--- config.mk ---
export PLATFORM = sky130hd
export DESIGN_NAME = ppoc_queue
export DESIGN_NICKNAME = d
export VERILOG_FILES = /design/src/hdl/ppoc_pkg.sv /design/src/hdl/ppoc_queue.sv
export SDC_FILE = /design/constraint.sdc
export NUM_CORES = 1
export LEC_CHECK = 0
export BUFFER_PORTS_ARGS = -buffer_cell sky130_fd_sc_hd__buf_2
export CORE_UTILIZATION = 45
export CTS_BUF_LIST = sky130_fd_sc_hd__clkbuf_8
export DETAILED_ROUTE_END_ITERATION = 10
export PLACE_DENSITY = 0.69
export SETUP_SLACK_MARGIN = 0.4
export SLEW_MARGIN = 25
export SYNTH_ARGS = -nofsm -noshare
export SYNTH_HDL_FRONTEND = slang
export SYNTH_SLANG_ARGS = --single-unit
--- constraint.sdc ---
create_clock -name aclk -period 3.4 [get_ports aclk]
set_input_delay 0.17 -clock aclk [delete_from_list [all_inputs] [get_ports aclk]]
set_output_delay 0.17 -clock aclk [all_outputs]
set_load 0.1 [all_outputs]
--- src/hdl/ppoc_pkg.sv ---
package ppoc_pkg;

    // sizes of the two stores
    localparam int MAX_PIXELS    = 524288;
    localparam int PALETTE_DEPTH = 256;
    localparam int PIX_AW        = $clog2(MAX_PIXELS);
    localparam int PAL_AW        = $clog2(PALETTE_DEPTH);

    // command queue between front and back (power of two)
    localparam int QUEUE_DEPTH = 2;
    localparam int QPTR_W      = $clog2(QUEUE_DEPTH);

    // configuration port
    localparam int CFG_INDEX_W = 3;
    localparam int CFG_DATA_W  = 13;

    typedef enum logic [CFG_INDEX_W-1:0] {
        REG_CONTENT_X,
        REG_CONTENT_Y,
        REG_CONTENT_WIDTH,
        REG_CONTENT_HEIGHT,
        REG_PALETTE_COUNT
    } reg_index_t;

    typedef enum logic [1:0] {
        CMD_CLEAR = 2'd0,
        CMD_LOAD  = 2'd1,
        CMD_BLEND = 2'd2,
        CMD_READ  = 2'd3
    } cmd_t;

    typedef enum logic [1:0] {
        STATUS_DONE    = 2'd0,
        STATUS_SKIPPED = 2'd1,
        STATUS_OUTSIDE = 2'd2
    } status_t;

    // what the back end has to do with a word
    typedef enum logic [2:0] {
        KIND_CLEAR,
        KIND_LOAD,
        KIND_READ,
        KIND_BLEND,
        KIND_SKIP_BLEND,
        KIND_SKIP_LOAD,
        KIND_OUTSIDE
    } kind_t;

    typedef struct packed {
        kind_t             kind;
        logic [PIX_AW-1:0] addr;
        logic [PAL_AW-1:0] pal_idx;
        logic [31:0]       color;
    } queue_entry_t;

    typedef enum logic [1:0] {
        BACK_IDLE,
        BACK_EXEC,
        BACK_MIX
    } back_state_t;

    // exact floor(v / 255) for v below 65280
    function automatic logic [7:0] div255(input logic [15:0] v);
        logic [16:0] t;
        t = 17'(v) + 17'(v[15:8]) + 17'd1;
        return t[15:8];
    endfunction

endpackage

--- src/hdl/ppoc_queue.sv ---
module ppoc_queue import ppoc_pkg::*; (
    input  logic         aclk,
    input  logic         aresetn,
    input  logic         push_valid,
    output logic         push_ready,
    input  queue_entry_t push_entry,
    output logic         pop_valid,
    input  logic         pop_ready,
    output queue_entry_t pop_entry
);

    queue_entry_t        slot_reg [QUEUE_DEPTH];
    logic [QPTR_W-1:0]   wr_ptr_reg, wr_ptr_next;
    logic [QPTR_W-1:0]   rd_ptr_reg, rd_ptr_next;
    logic [QPTR_W:0]     count_reg, count_next;
    logic                do_push;
    logic                do_pop;

    assign push_ready = count_reg != (QPTR_W+1)'(QUEUE_DEPTH);
    assign pop_valid  = count_reg != '0;
    assign do_push    = push_valid && push_ready;
    assign do_pop     = pop_valid && pop_ready;
    assign pop_entry  = slot_reg[rd_ptr_reg];

    // pointer and fill count
    always_comb begin
        wr_ptr_next = do_push ? wr_ptr_reg + 1'b1 : wr_ptr_reg;
        rd_ptr_next = do_pop ? rd_ptr_reg + 1'b1 : rd_ptr_reg;
        count_next  = count_reg;
        if (do_push && !do_pop) begin
            count_next = count_reg + 1'b1;
        end else if (do_pop && !do_push) begin
            count_next = count_reg - 1'b1;
        end
    end

    always_ff @(posedge aclk) begin
        if (!aresetn) begin
            wr_ptr_reg <= '0;
            rd_ptr_reg <= '0;
            count_reg  <= '0;
        end else begin
            wr_ptr_reg <= wr_ptr_next;
            rd_ptr_reg <= rd_ptr_next;
            count_reg  <= count_next;
        end
    end

    // entry storage
    always_ff @(posedge aclk) begin
        if (do_push) begin
            slot_reg[wr_ptr_reg] <= push_entry;
        end
    end

endmodule

==> run_results.csv <==
group,metric,value,unit
outcome,run_status,"finished, final reports clean",
yosys,synth_nets,284,
timing,min_period_over_period,0.726,
die,num_rows,36,
die,start_util,0.473,
yosys,syn_inst,217,
grt,grt_overflow,0,
clock_tree,numCtsBuffers,17,
critical_path,end_kind,"primary output",
critical_path,arrival,2.30,ns
grt,grt_pass1_wl,13300,um
drt,viasPerCell,4.65,
grt,grt_usage,0.166,
timing,finClkSkew,0.00584,ns
die,coreArea,0.00995,mm2
critical_path,r2r_start,"count_reg[0]",
yosys,yosysTopAreaCellShare,0.790,
clock_tree,clk_latency,0.42,ns
timing,rsz0062_at_grt,"false",
die,die_y,104,um
cells_and_area,area_growth,40.8,%
critical_path,path_max_fanout,29,
yosys,yosysSeqAreaShare,0.811,
critical_path,worst-setup-path-type,"flip-flop to primary output",
drt,drt_first_pass_iters,4,
cells_and_area,drive_gt1_frac,0.529,
die,num_io_pins,130,
critical_path,slowest_stage,"dfxtp_2",
drt,vias,2649,
power_and_ir_drop,p_comb_frac,0.430,
cells_and_area,n_antenna_cell,0,
timing,setup_viol,0,
timing,final.setup.tns,0,ns
timing,hold_violations,0,
clock_tree,htreeDepth,4,
cells_and_area,fin_nets,492,
clock_tree,cts_repair_resize_count,0,
yosys,synth_top_cells_by_area,"edfxtp_1, mux2_2, dfxtp_1",
timing,holdWs,0.0855,ns
grt,antenna_found_initial,0,
drt,drc_errors,0,
drt,initialDrtViolationCount,89,
power_and_ir_drop,switching_power,2.84,mW
yosys,syn_area,0.00471,mm2
power_and_ir_drop,p_clk_frac,0.240,
critical_path,ff2ff_setup_slack,1.44,ns
critical_path,r2r-end,"slot_reg[0][21]",
timing,period_needed,2.47,ns
critical_path,slowest_delay,0.80,ns
place,post_dp_cell_area,0.00553,mm2
cells_and_area,fin_area,0.00664,mm2
drt,drtAntennaViolNets,0,
critical_path,critPathRequiredTime,3.23,ns
clock_tree,cts.sinks,129,
drt,wirelength,8590,um
power_and_ir_drop,p_sw_frac,0.449,
grt,grt_max_degree,37,
yosys,synth-seq-cells,129,
timing,tightest_slew,0.845,ns
run,cap_violations,0,
power_and_ir_drop,p_seq_frac,0.331,
place,io_buffers,129,
drt,wl_met2,4530,um
timing,slew_headroom,0.436,
die,die_w,104,um
yosys,syn_avg_cell_area,21.7,um2
power_and_ir_drop,p_int,3.48,mW
grt,grt_pass1_vias,2716,
power_and_ir_drop,vdd_drop_max,0.556,mV
place,dp_hpwl,5140,um
timing,slew_viol_final,0,
clock_tree,clockBufferDepth,2,
critical_path,crit_chain,"buf_4 > mux2_2 > buf_2",
critical_path,r2r_cells,4,
drt,met1Wirelength,3570,um
cells_and_area,largest_reg_flops,124,
clock_tree,clkSlewWorstSetupHoldPaths,0.07,ns
critical_path,endpoint,"pop_entry[43]",
clock_tree,ctsHoldBuffers,63,
die,die-area,0.0109,mm2
power_and_ir_drop,leakagePower,2.52,nW
clock_tree,cts_setup_buffers,0,
yosys,yosysTopAreaCell,"edfxtp_1",
power_and_ir_drop,p_per_area,953,mW/mm2
clock_tree,root_buffer,"clkbuf_8",
clock_tree,cts_tree,"yes",
drt,drt-wirelength-per-cell,15.1,um
critical_path,cp-start-kind,"flip-flop",
worst_hold_path,hold_path.class,"primary input to flip-flop",
drt,maxUsedRoutingLayer,"met4",
place,gp_congestion,0.674,
yosys,ys.warnings.count,0,
yosys,synth_cell_types,20,
timing,max_freq,405,MHz
drt,dr_wl_met3,362,um
power by group through the flow:
stage / clock network, mW / registers, mW / logic, mW
floorplan: 0 / 2.07 / 2.36
global placement: 0 / 2.12 / 2.66
detailed placement: 0 / 2.13 / 2.67
CTS: 1.55 / 2.10 / 2.73
global route: 1.62 / 2.11 / 2.79
finish: 1.52 / 2.09 / 2.72
layout by cell type (no fill, tap or decap), types with 2 or more instances in the layout:
cell,n
xnor2_1,2
bufinv_16,6
dfxtp_1,4
mux2_2,62
buf_4,2
buf_2,129
clkbuf_8,17
clkinv_2,2
buf_12,2
inv_6,2
clkinv_4,2
edfxtp_1,124
dlygate4sd3_1,63
and2_1,4
worst max-delay path, delay by kind of cell, from the launching register on:
| kind | cells | cell delay (ns) |
|---|---|---|
| buffers and inverters | 2 | 0.70 |
| flip-flops | 1 | 0.80 |
| multiplexers | 1 | 0.38 |
through the flow:
| stage | setup WS [ns] | power, mW | std cells | util |
|---|---|---|---|---|
| final | 0.931 | 6.32 | 570 | 0.667 |
| after global routing | 0.790 | 6.53 | 570 | 0.667 |
| after CTS | 0.865 | 6.38 | 570 | 0.667 |
| after detailed placement | 1.33 | 4.79 | 476 | 0.556 |
| after global placement | 1.34 | 4.78 | 476 | 0.556 |
| after floorplan | 0.660 | 4.43 | 217 | - |
routing by layer:
metal  up-vias  GRT usage
li1       1274          -
met1      1289      0.188
met2        73      0.288
met3        13     0.0520
met4         0     0.0735
met5         -          0
area by class of cell:
cell class              count  area (um2)
fillers                   689        3320
flip-flops and latches    129        3820
well taps                 133         166
clock buffers              17         234
repair buffers            196        1330
inverters                   1        3.75
multi-input cells          80         838
clock inverters            14         236
synth_stat cells (all sizes together):
cell type / instances
nand3b: 1
ha: 1
or2: 1
inv: 1
a21boi: 2
a21bo: 1
nand2b: 1
or3: 1
and2: 4
and3: 1
o21ai: 2
mux2: 62
buf: 7
xnor2: 2
xor2: 1
edfxtp: 124
dfxtp: 5
cells by family (layout without fill, tap and decap cells):
kind of cell / Yosys count / in the layout / synth area share
AOI/OAI and AO/OA: 5 / 5 / 0.00743
muxes: 62 / 62 / 0.148
and+or+nand+nor: 9 / 9 / 0.0138
adders and majority gates: 1 / 1 / 0.00265
xor gates and xnor gates: 3 / 3 / 0.00558
buffers and inverters: 8 / 228 / 0.0109
DFF: 129 / 129 / 0.811
how the worst min path moves through the flow:
stage              startpoint              end  cells past startpoint  slack [ns]
2_1_floorplan   push_entry[0]   slot_reg[0][0]                      0        0.27
3_3_place_gp   push_entry[25]  slot_reg[0][25]                      1        0.36
3_5_place_dp   push_entry[57]  slot_reg[1][57]                      1        0.36
4_1_cts            push_valid       wr_ptr_reg                      3        0.05
5_1_grt            push_valid       wr_ptr_reg                      3        0.06
6_report           push_valid       wr_ptr_reg                      3        0.09
Note: power is estimated with default switching activity, not from simulation.
